`src/sv/sll_pkg.sv`:
```
package sll_pkg;

  localparam int DefaultDepth = 32;

  localparam int FuncW   = 2;
  localparam int PosW    = 6;
  localparam int ValueW  = 32;
  localparam int StatusW = 3;
  localparam int OutPosW = 5;

  typedef enum logic [FuncW-1:0] {
    FUNC_INSERT = 2'd0,
    FUNC_REMOVE = 2'd1,
    FUNC_FIND   = 2'd2
  } func_e;

  typedef enum logic [StatusW-1:0] {
    ST_OK       = 3'd0,
    ST_BADPOS   = 3'd1,
    ST_FULL     = 3'd2,
    ST_EMPTY    = 3'd3,
    ST_NOTFOUND = 3'd4
  } status_e;

  typedef struct packed {
    logic link_we;
    logic value_we;
  } wr_en_t;

endpackage

```
`src/sv/sll_in_if.sv`:
```
interface sll_in_if;
  logic                                valid;
  logic                                ready;
  logic        [sll_pkg::FuncW-1:0]    func;
  logic        [sll_pkg::PosW-1:0]     pos;
  logic signed [sll_pkg::ValueW-1:0]   value;

  modport source (output valid, output func, output pos, output value, input ready);
  modport sink   (input valid, input func, input pos, input value, output ready);
endinterface

```
`src/sv/sll_out_if.sv`:
```
interface sll_out_if;
  logic                          valid;
  logic                          ready;
  logic [sll_pkg::StatusW-1:0]   status;
  logic [sll_pkg::OutPosW-1:0]   found_pos;
  logic [sll_pkg::OutPosW-1:0]   list_length;

  modport source (output valid, output status, output found_pos, output list_length,
                  input ready);
  modport sink   (input valid, input status, input found_pos, input list_length,
                  output ready);
endinterface

```
`src/sv/sll_store.sv`:
```
module sll_store #(
  parameter int DEPTH = sll_pkg::DefaultDepth
) (
  input  logic                               clk_i,
  input  sll_pkg::wr_en_t                    we_i,
  input  logic [$clog2(DEPTH)-1:0]           waddr_i,
  input  logic [$clog2(DEPTH+1)-1:0]         wlink_i,
  input  logic signed [sll_pkg::ValueW-1:0]  wvalue_i,
  input  logic [$clog2(DEPTH)-1:0]           raddr_i,
  output logic [$clog2(DEPTH+1)-1:0]         rlink_o,
  output logic signed [sll_pkg::ValueW-1:0]  rvalue_o
);

  localparam int LinkW = $clog2(DEPTH + 1);

  logic [LinkW-1:0]                  link_mem  [DEPTH];
  logic signed [sll_pkg::ValueW-1:0] value_mem [DEPTH];

  always_ff @(posedge clk_i) begin
    if (we_i.link_we) begin
      link_mem[waddr_i] <= wlink_i;
    end
    rlink_o <= link_mem[raddr_i];
  end

  always_ff @(posedge clk_i) begin
    if (we_i.value_we) begin
      value_mem[waddr_i] <= wvalue_i;
    end
    rvalue_o <= value_mem[raddr_i];
  end

endmodule

```
`src/sv/static_linked_list_engine.sv`:
```
// Steps: an insert scans for a free entry, walks toward pos, writes the new node, then relinks
//   its predecessor; a remove walks, relinks, then frees the entry; a find walks comparing values.
// Flow: one item at a time; each step of the scan or the walk is one read of the
//   link store's single read port.
// Reset: asynchronous, active low; a clearing pass then rewrites the link
//   store (head to end, all others free) and the input stays not ready until it finishes.
module static_linked_list_engine #(
  parameter int DEPTH = sll_pkg::DefaultDepth
) (
  input  logic      clk_i,
  input  logic      rst_ni,
  sll_in_if.sink    in_i,
  sll_out_if.source out_o
);

  localparam int IdxW  = $clog2(DEPTH);
  localparam int LinkW = $clog2(DEPTH + 1);
  localparam int CntW  = $clog2(DEPTH);
  localparam int WalkW = (IdxW > sll_pkg::PosW) ? IdxW : sll_pkg::PosW;

  localparam logic [LinkW-1:0] EndCode  = '0;
  localparam logic [LinkW-1:0] FreeCode = LinkW'(DEPTH);

  typedef enum logic [10:0] {
    S_CLEAR     = 11'b000_0000_0001,
    S_IDLE      = 11'b000_0000_0010,
    S_SCAN      = 11'b000_0000_0100,
    S_WALK      = 11'b000_0000_1000,
    S_INS_NODE  = 11'b000_0001_0000,
    S_INS_LINK  = 11'b000_0010_0000,
    S_RM_LINK   = 11'b000_0100_0000,
    S_RM_FREE   = 11'b000_1000_0000,
    S_FIND_HEAD = 11'b001_0000_0000,
    S_FIND      = 11'b010_0000_0000,
    S_DONE      = 11'b100_0000_0000
  } state_e;

  function automatic logic [LinkW-1:0] succ_of(logic [LinkW-1:0] lnk);
    return (lnk >= FreeCode) ? EndCode : lnk;
  endfunction

  state_e                 state_q, state_d;
  logic [IdxW-1:0]        idx_q, idx_d;
  logic [CntW-1:0]        count_q, count_d;
  logic                   out_valid_q, out_valid_d;

  sll_pkg::func_e                    func_q, func_d;
  logic [sll_pkg::PosW-1:0]          pos_q, pos_d;
  logic signed [sll_pkg::ValueW-1:0] value_q, value_d;
  logic [IdxW-1:0]                   cur_q, cur_d;
  logic [WalkW-1:0]                  cnt_q, cnt_d;
  logic [LinkW-1:0]                  nxt_q, nxt_d;
  sll_pkg::status_e                  res_status_q, res_status_d;
  logic [sll_pkg::OutPosW-1:0]       res_pos_q, res_pos_d;
  sll_pkg::status_e                  out_status_q, out_status_d;
  logic [sll_pkg::OutPosW-1:0]       out_pos_q, out_pos_d;
  logic [sll_pkg::OutPosW-1:0]       out_len_q, out_len_d;

  sll_pkg::wr_en_t                   we;
  logic [IdxW-1:0]                   waddr;
  logic [LinkW-1:0]                  wlink;
  logic signed [sll_pkg::ValueW-1:0] wvalue;
  logic [IdxW-1:0]                   rd_addr;
  logic [LinkW-1:0]                  rd_link;
  logic signed [sll_pkg::ValueW-1:0] rd_value;
  logic [LinkW-1:0]                  rd_next;
  sll_pkg::func_e                    in_func;
  logic                              pos_bad;
  logic                              full;

  sll_store #(
    .DEPTH (DEPTH)
  ) u_store (
    .clk_i    (clk_i),
    .we_i     (we),
    .waddr_i  (waddr),
    .wlink_i  (wlink),
    .wvalue_i (wvalue),
    .raddr_i  (rd_addr),
    .rlink_o  (rd_link),
    .rvalue_o (rd_value)
  );

  assign in_func = sll_pkg::func_e'(in_i.func);
  assign pos_bad = 32'(in_i.pos) > 32'(DEPTH);
  assign full    = count_q == CntW'(DEPTH - 1);
  assign rd_next = succ_of(rd_link);

  always_comb begin
    state_d      = state_q;
    idx_d        = idx_q;
    count_d      = count_q;
    out_valid_d  = out_valid_q;
    func_d       = func_q;
    pos_d        = pos_q;
    value_d      = value_q;
    cur_d        = cur_q;
    cnt_d        = cnt_q;
    nxt_d        = nxt_q;
    res_status_d = res_status_q;
    res_pos_d    = res_pos_q;
    out_status_d = out_status_q;
    out_pos_d    = out_pos_q;
    out_len_d    = out_len_q;
    we           = '0;
    waddr        = idx_q;
    wlink        = nxt_q;
    wvalue       = value_q;
    rd_addr      = '0;

    if (out_valid_q && out_o.ready) begin
      out_valid_d = 1'b0;
    end

    case (state_q)
      S_CLEAR: begin
        we.link_we = 1'b1;
        wlink      = (idx_q == '0) ? EndCode : FreeCode;
        idx_d      = idx_q + IdxW'(1);
        if (idx_q == IdxW'(DEPTH - 1)) begin
          state_d = S_IDLE;
        end
      end
      S_IDLE: begin
        rd_addr = (in_func == sll_pkg::FUNC_INSERT) ? IdxW'(1) : '0;
        if (in_i.valid) begin
          func_d    = in_func;
          pos_d     = in_i.pos;
          value_d   = in_i.value;
          cur_d     = '0;
          cnt_d     = '0;
          idx_d     = IdxW'(1);
          res_pos_d = '0;
          case (in_func)
            sll_pkg::FUNC_INSERT: begin
              if (pos_bad) begin
                res_status_d = sll_pkg::ST_BADPOS;
                state_d      = S_DONE;
              end else if (full) begin
                res_status_d = sll_pkg::ST_FULL;
                state_d      = S_DONE;
              end else begin
                state_d = S_SCAN;
              end
            end
            sll_pkg::FUNC_REMOVE: begin
              if (pos_bad) begin
                res_status_d = sll_pkg::ST_BADPOS;
                state_d      = S_DONE;
              end else begin
                state_d = S_WALK;
              end
            end
            sll_pkg::FUNC_FIND: begin
              state_d = S_FIND_HEAD;
            end
            default: begin
              res_status_d = sll_pkg::ST_BADPOS;
              state_d      = S_DONE;
            end
          endcase
        end
      end
      S_SCAN: begin
        if (rd_link == FreeCode) begin
          rd_addr = '0;
          state_d = S_WALK;
        end else begin
          rd_addr = idx_q + IdxW'(1);
          idx_d   = idx_q + IdxW'(1);
        end
      end
      S_WALK: begin
        rd_addr = IdxW'(rd_next);
        if (cnt_q == WalkW'(pos_q) || rd_next == EndCode) begin
          nxt_d = rd_next;
          if (func_q == sll_pkg::FUNC_INSERT) begin
            state_d = S_INS_NODE;
          end else if (rd_next == EndCode) begin
            res_status_d = sll_pkg::ST_EMPTY;
            state_d      = S_DONE;
          end else begin
            state_d = S_RM_LINK;
          end
        end else begin
          cur_d = IdxW'(rd_next);
          cnt_d = cnt_q + WalkW'(1);
        end
      end
      S_INS_NODE: begin
        we.link_we  = 1'b1;
        we.value_we = 1'b1;
        waddr       = idx_q;
        wlink       = nxt_q;
        wvalue      = value_q;
        state_d     = S_INS_LINK;
      end
      S_INS_LINK: begin
        we.link_we   = 1'b1;
        waddr        = cur_q;
        wlink        = LinkW'(idx_q);
        count_d      = count_q + CntW'(1);
        res_status_d = sll_pkg::ST_OK;
        state_d      = S_DONE;
      end
      S_RM_LINK: begin
        we.link_we = 1'b1;
        waddr      = cur_q;
        wlink      = rd_next;
        state_d    = S_RM_FREE;
      end
      S_RM_FREE: begin
        we.link_we   = 1'b1;
        waddr        = IdxW'(nxt_q);
        wlink        = FreeCode;
        count_d      = count_q - CntW'(1);
        res_status_d = sll_pkg::ST_OK;
        state_d      = S_DONE;
      end
      S_FIND_HEAD: begin
        rd_addr = IdxW'(rd_next);
        if (rd_next == EndCode) begin
          res_status_d = sll_pkg::ST_NOTFOUND;
          state_d      = S_DONE;
        end else begin
          state_d = S_FIND;
        end
      end
      S_FIND: begin
        rd_addr = IdxW'(rd_next);
        if (rd_value == value_q) begin
          res_status_d = sll_pkg::ST_OK;
          res_pos_d    = sll_pkg::OutPosW'(cnt_q);
          state_d      = S_DONE;
        end else if (rd_next == EndCode) begin
          res_status_d = sll_pkg::ST_NOTFOUND;
          state_d      = S_DONE;
        end else begin
          cnt_d = cnt_q + WalkW'(1);
        end
      end
      S_DONE: begin
        if (!out_valid_q || out_o.ready) begin
          out_valid_d  = 1'b1;
          out_status_d = res_status_q;
          out_pos_d    = res_pos_q;
          out_len_d    = sll_pkg::OutPosW'(32'(count_q));
          state_d      = S_IDLE;
        end
      end
      default: begin
        state_d = S_IDLE;
      end
    endcase
  end

  always_ff @(posedge clk_i or negedge rst_ni) begin
    if (!rst_ni) begin
      state_q     <= S_CLEAR;
      idx_q       <= '0;
      count_q     <= '0;
      out_valid_q <= 1'b0;
    end else begin
      state_q     <= state_d;
      idx_q       <= idx_d;
      count_q     <= count_d;
      out_valid_q <= out_valid_d;
    end
  end

  always_ff @(posedge clk_i) begin
    func_q       <= func_d;
    pos_q        <= pos_d;
    value_q      <= value_d;
    cur_q        <= cur_d;
    cnt_q        <= cnt_d;
    nxt_q        <= nxt_d;
    res_status_q <= res_status_d;
    res_pos_q    <= res_pos_d;
    out_status_q <= out_status_d;
    out_pos_q    <= out_pos_d;
    out_len_q    <= out_len_d;
  end

  assign in_i.ready        = state_q == S_IDLE;
  assign out_o.valid       = out_valid_q;
  assign out_o.status      = out_status_q;
  assign out_o.found_pos   = out_pos_q;
  assign out_o.list_length = out_len_q;

  a_ins_count: assert property (@(posedge clk_i) disable iff (!rst_ni)
    state_q == S_INS_LINK |=> count_q == $past(count_q) + CntW'(1))
    else $error("insert did not grow the entry count");

  a_rm_count: assert property (@(posedge clk_i) disable iff (!rst_ni)
    state_q == S_RM_FREE |=> count_q == $past(count_q) - CntW'(1))
    else $error("remove did not shrink the entry count");

  a_scan_not_head: assert property (@(posedge clk_i) disable iff (!rst_ni)
    state_q == S_SCAN |-> idx_q != '0)
    else $error("free-entry scan reached the head");

  a_out_from_done: assert property (@(posedge clk_i) disable iff (!rst_ni)
    $rose(out_valid_q) |-> $past(state_q == S_DONE))
    else $error("result raised outside the done state");

endmodule
```
`src/flat_wrapper.sv`:
```
// flat-port wrapper written by rule: the top's interface ports become plain ports
module static_linked_list_engine_flat 
#(
  parameter int DEPTH = sll_pkg::DefaultDepth
)
  (clk_i, rst_ni, in_i_valid, in_i_func, in_i_pos, in_i_value, in_i_ready, out_o_valid, out_o_status, out_o_found_pos, out_o_list_length, out_o_ready);
  sll_in_if in_i_i ();
  sll_out_if out_o_i ();
  input  logic clk_i;
  input  logic rst_ni;
  input wire logic [$bits(in_i_i.valid)-1:0] in_i_valid;
  input wire logic [$bits(in_i_i.func)-1:0] in_i_func;
  input wire logic [$bits(in_i_i.pos)-1:0] in_i_pos;
  input wire logic [$bits(in_i_i.value)-1:0] in_i_value;
  output wire logic [$bits(in_i_i.ready)-1:0] in_i_ready;
  output wire logic [$bits(out_o_i.valid)-1:0] out_o_valid;
  output wire logic [$bits(out_o_i.status)-1:0] out_o_status;
  output wire logic [$bits(out_o_i.found_pos)-1:0] out_o_found_pos;
  output wire logic [$bits(out_o_i.list_length)-1:0] out_o_list_length;
  input wire logic [$bits(out_o_i.ready)-1:0] out_o_ready;
  assign in_i_i.valid = in_i_valid;
  assign in_i_i.func = in_i_func;
  assign in_i_i.pos = in_i_pos;
  assign in_i_i.value = in_i_value;
  assign in_i_ready = in_i_i.ready;
  assign out_o_valid = out_o_i.valid;
  assign out_o_status = out_o_i.status;
  assign out_o_found_pos = out_o_i.found_pos;
  assign out_o_list_length = out_o_i.list_length;
  assign out_o_i.ready = out_o_ready;
  static_linked_list_engine #(.DEPTH(DEPTH)) u_core (.clk_i(clk_i), .rst_ni(rst_ni), .in_i(in_i_i), .out_o(out_o_i));
endmodule
```
`config.mk`:
```
export PLATFORM = sky130hd
export DESIGN_NAME = static_linked_list_engine_flat
export DESIGN_NICKNAME = d
export VERILOG_FILES = /design/src/sv/sll_pkg.sv /design/src/sv/sll_in_if.sv /design/src/sv/sll_out_if.sv /design/src/sv/sll_store.sv /design/src/sv/static_linked_list_engine.sv /design/src/flat_wrapper.sv
export SDC_FILE = /design/constraint.sdc
export NUM_CORES = 2
export LEC_CHECK = 0
export BUFFER_PORTS_ARGS = -buffer_cell sky130_fd_sc_hd__buf_2
export CORE_MARGIN = 1.5
export CORE_UTILIZATION = 45
export CTS_CLUSTER_SIZE = 25
export DETAILED_ROUTE_END_ITERATION = 6
export PLACE_DENSITY = 0.69
export SYNTH_ARGS = -nofsm -noshare
export SYNTH_HDL_FRONTEND = slang
export SYNTH_SLANG_ARGS = --single-unit
```
`constraint.sdc`:
```
create_clock -name clk_i -period 13.05 [get_ports clk_i]
set_input_delay 1.305 -clock clk_i [delete_from_list [all_inputs] [get_ports clk_i]]
set_output_delay 1.305 -clock clk_i [all_outputs]
set_load 0.01 [all_outputs]
```
=== Word level (Yosys, flattened, before mapping) ===
Memory sizes are Yosys's and may differ from the RTL's. A register that Yosys moved wholly into a read port is not among the register bits.
Cells that the tools add are included.

* Bits in registers: 100
* Memory bits (writable): 1216
* Input port bits: 44
* Output and inout port bits: 15
* Logic and storage cells: 140
* Memories kept: 2

{| class="wikitable"
|+ Memories
! memory !! depth !! bits a word !! rd ports !! clocked after Yosys merged registers in !! write ports !! line !! text
|-
| u_core.u_store.value_mem || 32 || 32 || 1 || 1 || 1 || sll_store.sv:17 || <nowiki>logic signed [sll_pkg::ValueW-1:0] value_mem [DEPTH];</nowiki>
|-
| u_core.u_store.link_mem || 32 || 6 || 1 || 1 || 1 || sll_store.sv:16 || <nowiki>logic [LinkW-1:0] link_mem [DEPTH];</nowiki>
|}

* $add $sub $neg: 4
* $lt $le $gt $ge: 2
* Eq/ne operators: 34
* Multiplexer cells: 56
* Reductions and logical operators: 27

{| class="wikitable"
|+ Operators with widths
! cell !! count
|-
| 2-to-1 mux 11 bit || 13
|-
| case mux 11 bit (10 select lines) || 1
|-
| case mux 5 bit (2 select lines) || 4
|-
| 2-to-1 mux 6 bit || 6
|-
| case mux 11 bit (3 select lines) || 1
|-
| == test 32 bit || 1
|-
| 2-to-1 mux 5 bit || 6
|-
| case mux 5 bit (3 select lines) || 2
|-
| 2-to-1 mux 3 bit || 9
|-
| case mux 6 bit (4 select lines) || 1
|-
| case mux 6 bit (3 select lines) || 1
|-
| case mux 3 bit (5 select lines) || 1
|-
| inequality test 2 bit (second input constant) || 7
|-
| inequality test 2 x 1 -> 1 bit (second input constant) || 6
|-
| == test 11 x 1 -> 1 bit (second input constant) || 1
|-
| == test 11 x 10 -> 1 bit (second input constant) || 1
|-
| == test 11 bit (second input constant) || 1
|-
| == test 11 x 2 -> 1 bit (second input constant) || 1
|-
| == test 11 x 3 -> 1 bit (second input constant) || 1
|-
| == test 11 x 4 -> 1 bit (second input constant) || 1
|-
| == test 11 x 5 -> 1 bit (second input constant) || 1
|-
| == test 11 x 6 -> 1 bit (second input constant) || 1
|-
| == test 11 x 7 -> 1 bit (second input constant) || 1
|-
| == test 11 x 8 -> 1 bit (second input constant) || 1
|-
| other kinds (33) || 54
|}

=== Depth between registers and ports, before layout ===
* Word-level depth: 7
* Mapped depth: 13
* Gate-level depth less buffers: 8

=== By module ===
A second synthesis with hierarchy kept.

* Cell total of the unflattened synthesis: 3115
* Area, all modules: 53094.7 sq um

{| class="wikitable"
|+ Modules (own cells, without submodules)
! module !! instances !! cells an instance !! area each (sq um) !! sequential area each (sq um)
|-
| sll_store || 1 || 2720 || 48300.1 || 37275.8
|-
| static_linked_list_engine || 1 || 395 || 4794.6 || 2894.0
|}

=== Least setup slack after synthesis ===
No wires, ideal clock.

* Kind: flip-flop to flip-flop
* Start point: reg u_core.state_q[3]
* End point: mem u_core.u_store.value_mem[0][0] (netlist name), enable pin
* Setup time: 421 ps
* Arrival time: 3670 ps
* Data required time: 12629 ps
* Path slack: 8959 ps
* Cell stages (with the launch flop): 9
* Buffers on the path: 2
* Period minus slack after synthesis: 4091 ps
* Cells stage by stage: dfrtp_1 > buf_4 > or4_1 > nor4_4 > nor3_2 > a221o_1 > or3_1 > clkbuf_1 > nor2_1

* Word-level cells in the longest chain between the ends: 4
* Elaborated cells on any way between the ends: 9
* Those cells by class: 4 x eq/ne; 4 x mux; 1 x reduce/logical

{| class="wikitable"
|+ RTL lines
! what !! line !! text
|-
| start: declaration || static_linked_list_engine.sv:42 || <nowiki>state_e state_q, state_d;</nowiki>
|-
| start signal: assignment || static_linked_list_engine.sv:264 || <nowiki>state_q <= state_d;</nowiki>
|-
| == test 11 x 5 -> 1 bit || static_linked_list_engine.sv:115 || <nowiki>case (state_q)</nowiki>
|-
| 2-to-1 mux 1 bit || static_linked_list_engine.sv:115 ||
|-
| 2-to-1 mux 1 bit || sll_store.sv:27 || <nowiki>if (we_i.value_we) begin</nowiki>
|-
| 2-to-1 mux 1 bit (implied by the code) || sll_store.sv:28 || <nowiki>value_mem[waddr_i] <= wvalue_i;</nowiki>
|-
| end: declaration || sll_store.sv:17 ||
|}

Parallel ways exist; a longest one is shown, timed or not.

=== Final worst setup path ===
* Start point: reg u_core.state_q[7]
* End point: reg u_core.u_store.rvalue_o[17] (netlist name) (read register of u_core.u_store.value_mem)

* Word-level cells in the longest chain between the ends: 3
* Elaborated cells on any way between the ends: 7
* Those cells by class: 5 x eq/ne; 1 x mux; 1 x reduce/logical

{| class="wikitable"
|+ RTL lines
! what !! line !! text
|-
| == test 11 x 4 -> 1 bit (tied with other cells) || static_linked_list_engine.sv:115 ||
|-
| OR reduction 3 bit (no source line) || - ||
|-
| case mux 5 bit (3 select lines) (*) || static_linked_list_engine.sv:115 ||
|-
| end: declaration || sll_store.sv:11 || <nowiki>output logic signed [sll_pkg::ValueW-1:0] rvalue_o</nowiki>
|}

Mark *: on every way between the ends. The rest lies on a longest branch, timed or not.
A chain may end at the register's enable or synchronous reset.

==> impl_metrics.ini <==
[final_layout]
final_util_pct = 51.2
multiInputGateArea_sq_um = 13100
num-fill-cells = 9459
nNetsFinal = 3161
drive_gt1_share_pct = 13.2
layout_common_cells = edfxtp_1, mux2i_1, o22ai_1
final_common_cell = edfxtp_1
seq_area_sq_um = 40200
area_delta_synth_final_pct = 12.3

[logic_synthesis]
synth-seq-area-share_pct = 74.3
synth_edf_count = 1294
synthCells = 2976
avgSynthCellArea_sq_um = 18.2
synth_area_sq_um = 54000
synth_nets = 3028
yosysWarnings = 0
yosysTopAreaCell = edfxtp_1
synth_top_flop_cell = edfxtp_1
synth.area.top_cells = edfxtp_1, mux2i_1, o22ai_1, dfxtp_1, dfrtp_1
synth_cell_type_count = 60
synthArstFlopShare_pct = 1.62
ys_ff_latch = 1354
synth_top_area_share_pct = 71.9

[timing]
tightest_slew_ns = 1.25
fin_skew_ns = 0.0402
relSlewSlack_pct = 16.7
finalSetupTns_ns = 0
timing.fmax_ghz = 0.196
min_period_ns = 5.11
setup_viol = 0
period_share_pct = 39.1
final_hold_viol_count = 0
drv_slew = 0
rsz0062_at_grt = false

[floorplanning]
die_width_microns = 350
die_area_sq_um = 122000
die_h_microns = 350
start_util_pct = 45.6
core.rowCount = 126
io_pins = 59
core_area_sq_um = 119000

[min_path]
worstHoldPathCells = 0
whs_endpoint = u_core.out_o.found_pos[2]
hold_start = u_core.res_pos_q[2]
hold_class = reg2reg

[worst_setup_path]
r2r_end = u_core.u_store.rvalue_o[17]
cp_common_cell = mux2i_1
worst-setup-path-type = reg2reg
path_delay_family = buffers and inverters
crit_chain = nor3_2 > and3_1 > a32o_4 > buf_4 > buf_12 > mux2i_1 > mux2i_1 > o22ai_1 > nor4_2
r2r_slack_ns = 7.94
worstPathArrival_ns = 5.76
startpoint_type = flop
crit_buf_inv = 2
cp_max_fo = 138
cp_slowest_cell = buf_4
rr_worst_depth = 9
cp-end-kind = flop
rr_startpoint = u_core.state_q[7]
required_ns = 13.71
critical_path.max_stage_delay_ns = 0.98
cp.depth = 9

[pwr]
power_mw = 11.2
pwr-share-clk_pct = 34.4
internal_power_mw = 8.12
power_frac_seq_pct = 47.7
p_leak_nw = 20.2
power.density_nw_per_um2 = 184
ir_drop_mv = 0.149
power_switching_mw = 3.04
swShare_pct = 27.2
combPwrFrac_pct = 17.9

[grt]
grt_overflow = 0
antenna_found_initial = 1
grt_pass1_wl_mm = 183
grt_use_total_pct = 20.7
grt_max_degree = 139
grt_pass1_vias = 26900

[routing]
avgRoutedWirePerCell_microns = 26.3
viasPerCell = 5.70
ant_nets = 0
drc = 0
drt_iter0_markers = 3223
route.vias.total = 27500
drt_wl_total_mm = 127
dr.pass1.iters = 7

[job]
max_cap_viol_count = 0

[placement]
place.detailed.hpwl_mm = 59.8
place_congestion = 0.826
io_buffers = 58

[clock_tree]
path_clk_slew_ns = 0.06
htreeDepth = 4
post_cts_buffers = 0
cts.sink_count = 1354
cts.repair.resized = 0
clockRootBuffer = clkbuf_16
postCtsHoldBufs = 0
clk_latency_ns = 0.76
cts_buffer_depth = 3
cts_tree = done
cts_buffers = 137

[outcome]
status = finished, final reports clean
-- cell families (layout without fill, tap and decap cells) --
kind of cell	after synthesis	count (layout)	share of synthesized area, %
mux	915	915	16.9
fa+ha+maj	8	8	0.199
other cells	1	2	0.00694
compound gates	219	219	2.65
xor+xnor	49	49	0.794
flops	1354	1354	74.3
buf+inv	158	404	1.99
simple gates	272	272	3.09
-- synth_stat cells (7+ instances only) --
cell type / count
mux2i_1: 913
nand4_1: 7
buf_2: 44
clkbuf_1: 32
xor2_1: 43
nor4_1: 14
nand3_1: 18
o22ai_1: 158
ha_1: 7
nand2b_1: 10
a221o_1: 7
nor2_1: 101
o21ai_0: 15
nor4_2: 38
buf_6: 43
nor3_1: 7
dfxtp_1: 38
dfrtp_1: 21
a21oi_1: 7
edfxtp_1: 1294
inv_1: 14
buf_4: 22
nand2_1: 35
-- worst reg2reg max path, cell delays in order, from the launching register on --
cell	delay (ns)
dfrtp_1	0.43
nor3_2	0.43
and3_1	0.41
a32o_4	0.85
buf_4	1.03
buf_12	0.72
mux2i_1	0.54
mux2i_1	0.22
o22ai_1	0.13
nor4_2	0.25
-- area by class of cell --
class / count / share of cell area [%]
Sequential cell: 1354 / 66.2
Multi-Input combinational cell: 1464 / 21.6
Clock buffer: 182 / 6.04
Tap cell: 1600 / 3.30
Timing Repair Buffer: 138 / 1.53
Clock inverter: 70 / 1.26
Inverter: 14 / 0.0886
Antenna cell: 1 / 0.00412
-- stage by stage --
step	setup WS (ns)	cells	hold slack [ns]	instance area (sq um)
floorplan	8.96	2976	0.400	54000
global placement	8.17	4570	0.411	56300
detailed placement	8.11	4570	0.420	56300
CTS	8.07	4822	0.432	60700
global route	7.71	4822	0.446	60700
finish	7.94	4823	0.431	60700
-- how the worst max path moves through the flow --
stage	startpoint	end	slack (ns)
final	u_core.state_q[7]	u_core.u_store.rvalue_o[17]	7.94
after global routing	u_core.state_q[7]	u_core.u_store.rlink_o[0]	7.71
after CTS	u_core.state_q[7]	u_core.u_store.rvalue_o[9]	8.07
after detailed placement	u_core.state_q[7]	u_core.u_store.rvalue_o[6]	8.11
after global placement	u_core.state_q[5]	u_core.u_store.rvalue_o[9]	8.17
after floorplan	u_core.state_q[3]	u_core.u_store.value_mem[0][0]	8.96
-- power groups by stage --
stage | clock, mW | sequential [mW] | combinational [mW]
finish | 3.84 | 5.33 | 1.99
global placement | 0 | 5.41 | 1.96
global route | 4.07 | 5.35 | 2.12
detailed placement | 0 | 5.42 | 1.98
CTS | 3.90 | 5.33 | 1.99
floorplan | 0 | 5.46 | 1.43
-- layer usage --
metal	wire length, microns	track usage (%)	vias up
li1	-	-	12100
met1	53100	28.2	14200
met2	62100	34.5	1028
met3	8740	3.16	194
met4	2850	5.96	0
met5	0	0	-
-- registers in the layout, indices dropped and copies added, names as in the netlist, 6 cells and up --
name,count
u_core.cnt_q,6
u_core.nxt_q,6
u_core.pos_q,6
u_core.state_q,11
u_core.u_store.link_mem,192
u_core.u_store.rlink_o,6
u_core.u_store.rvalue_o,32
u_core.u_store.value_mem,1024
u_core.value_q,32
Note: power is estimated with default switching activity, not from simulation.
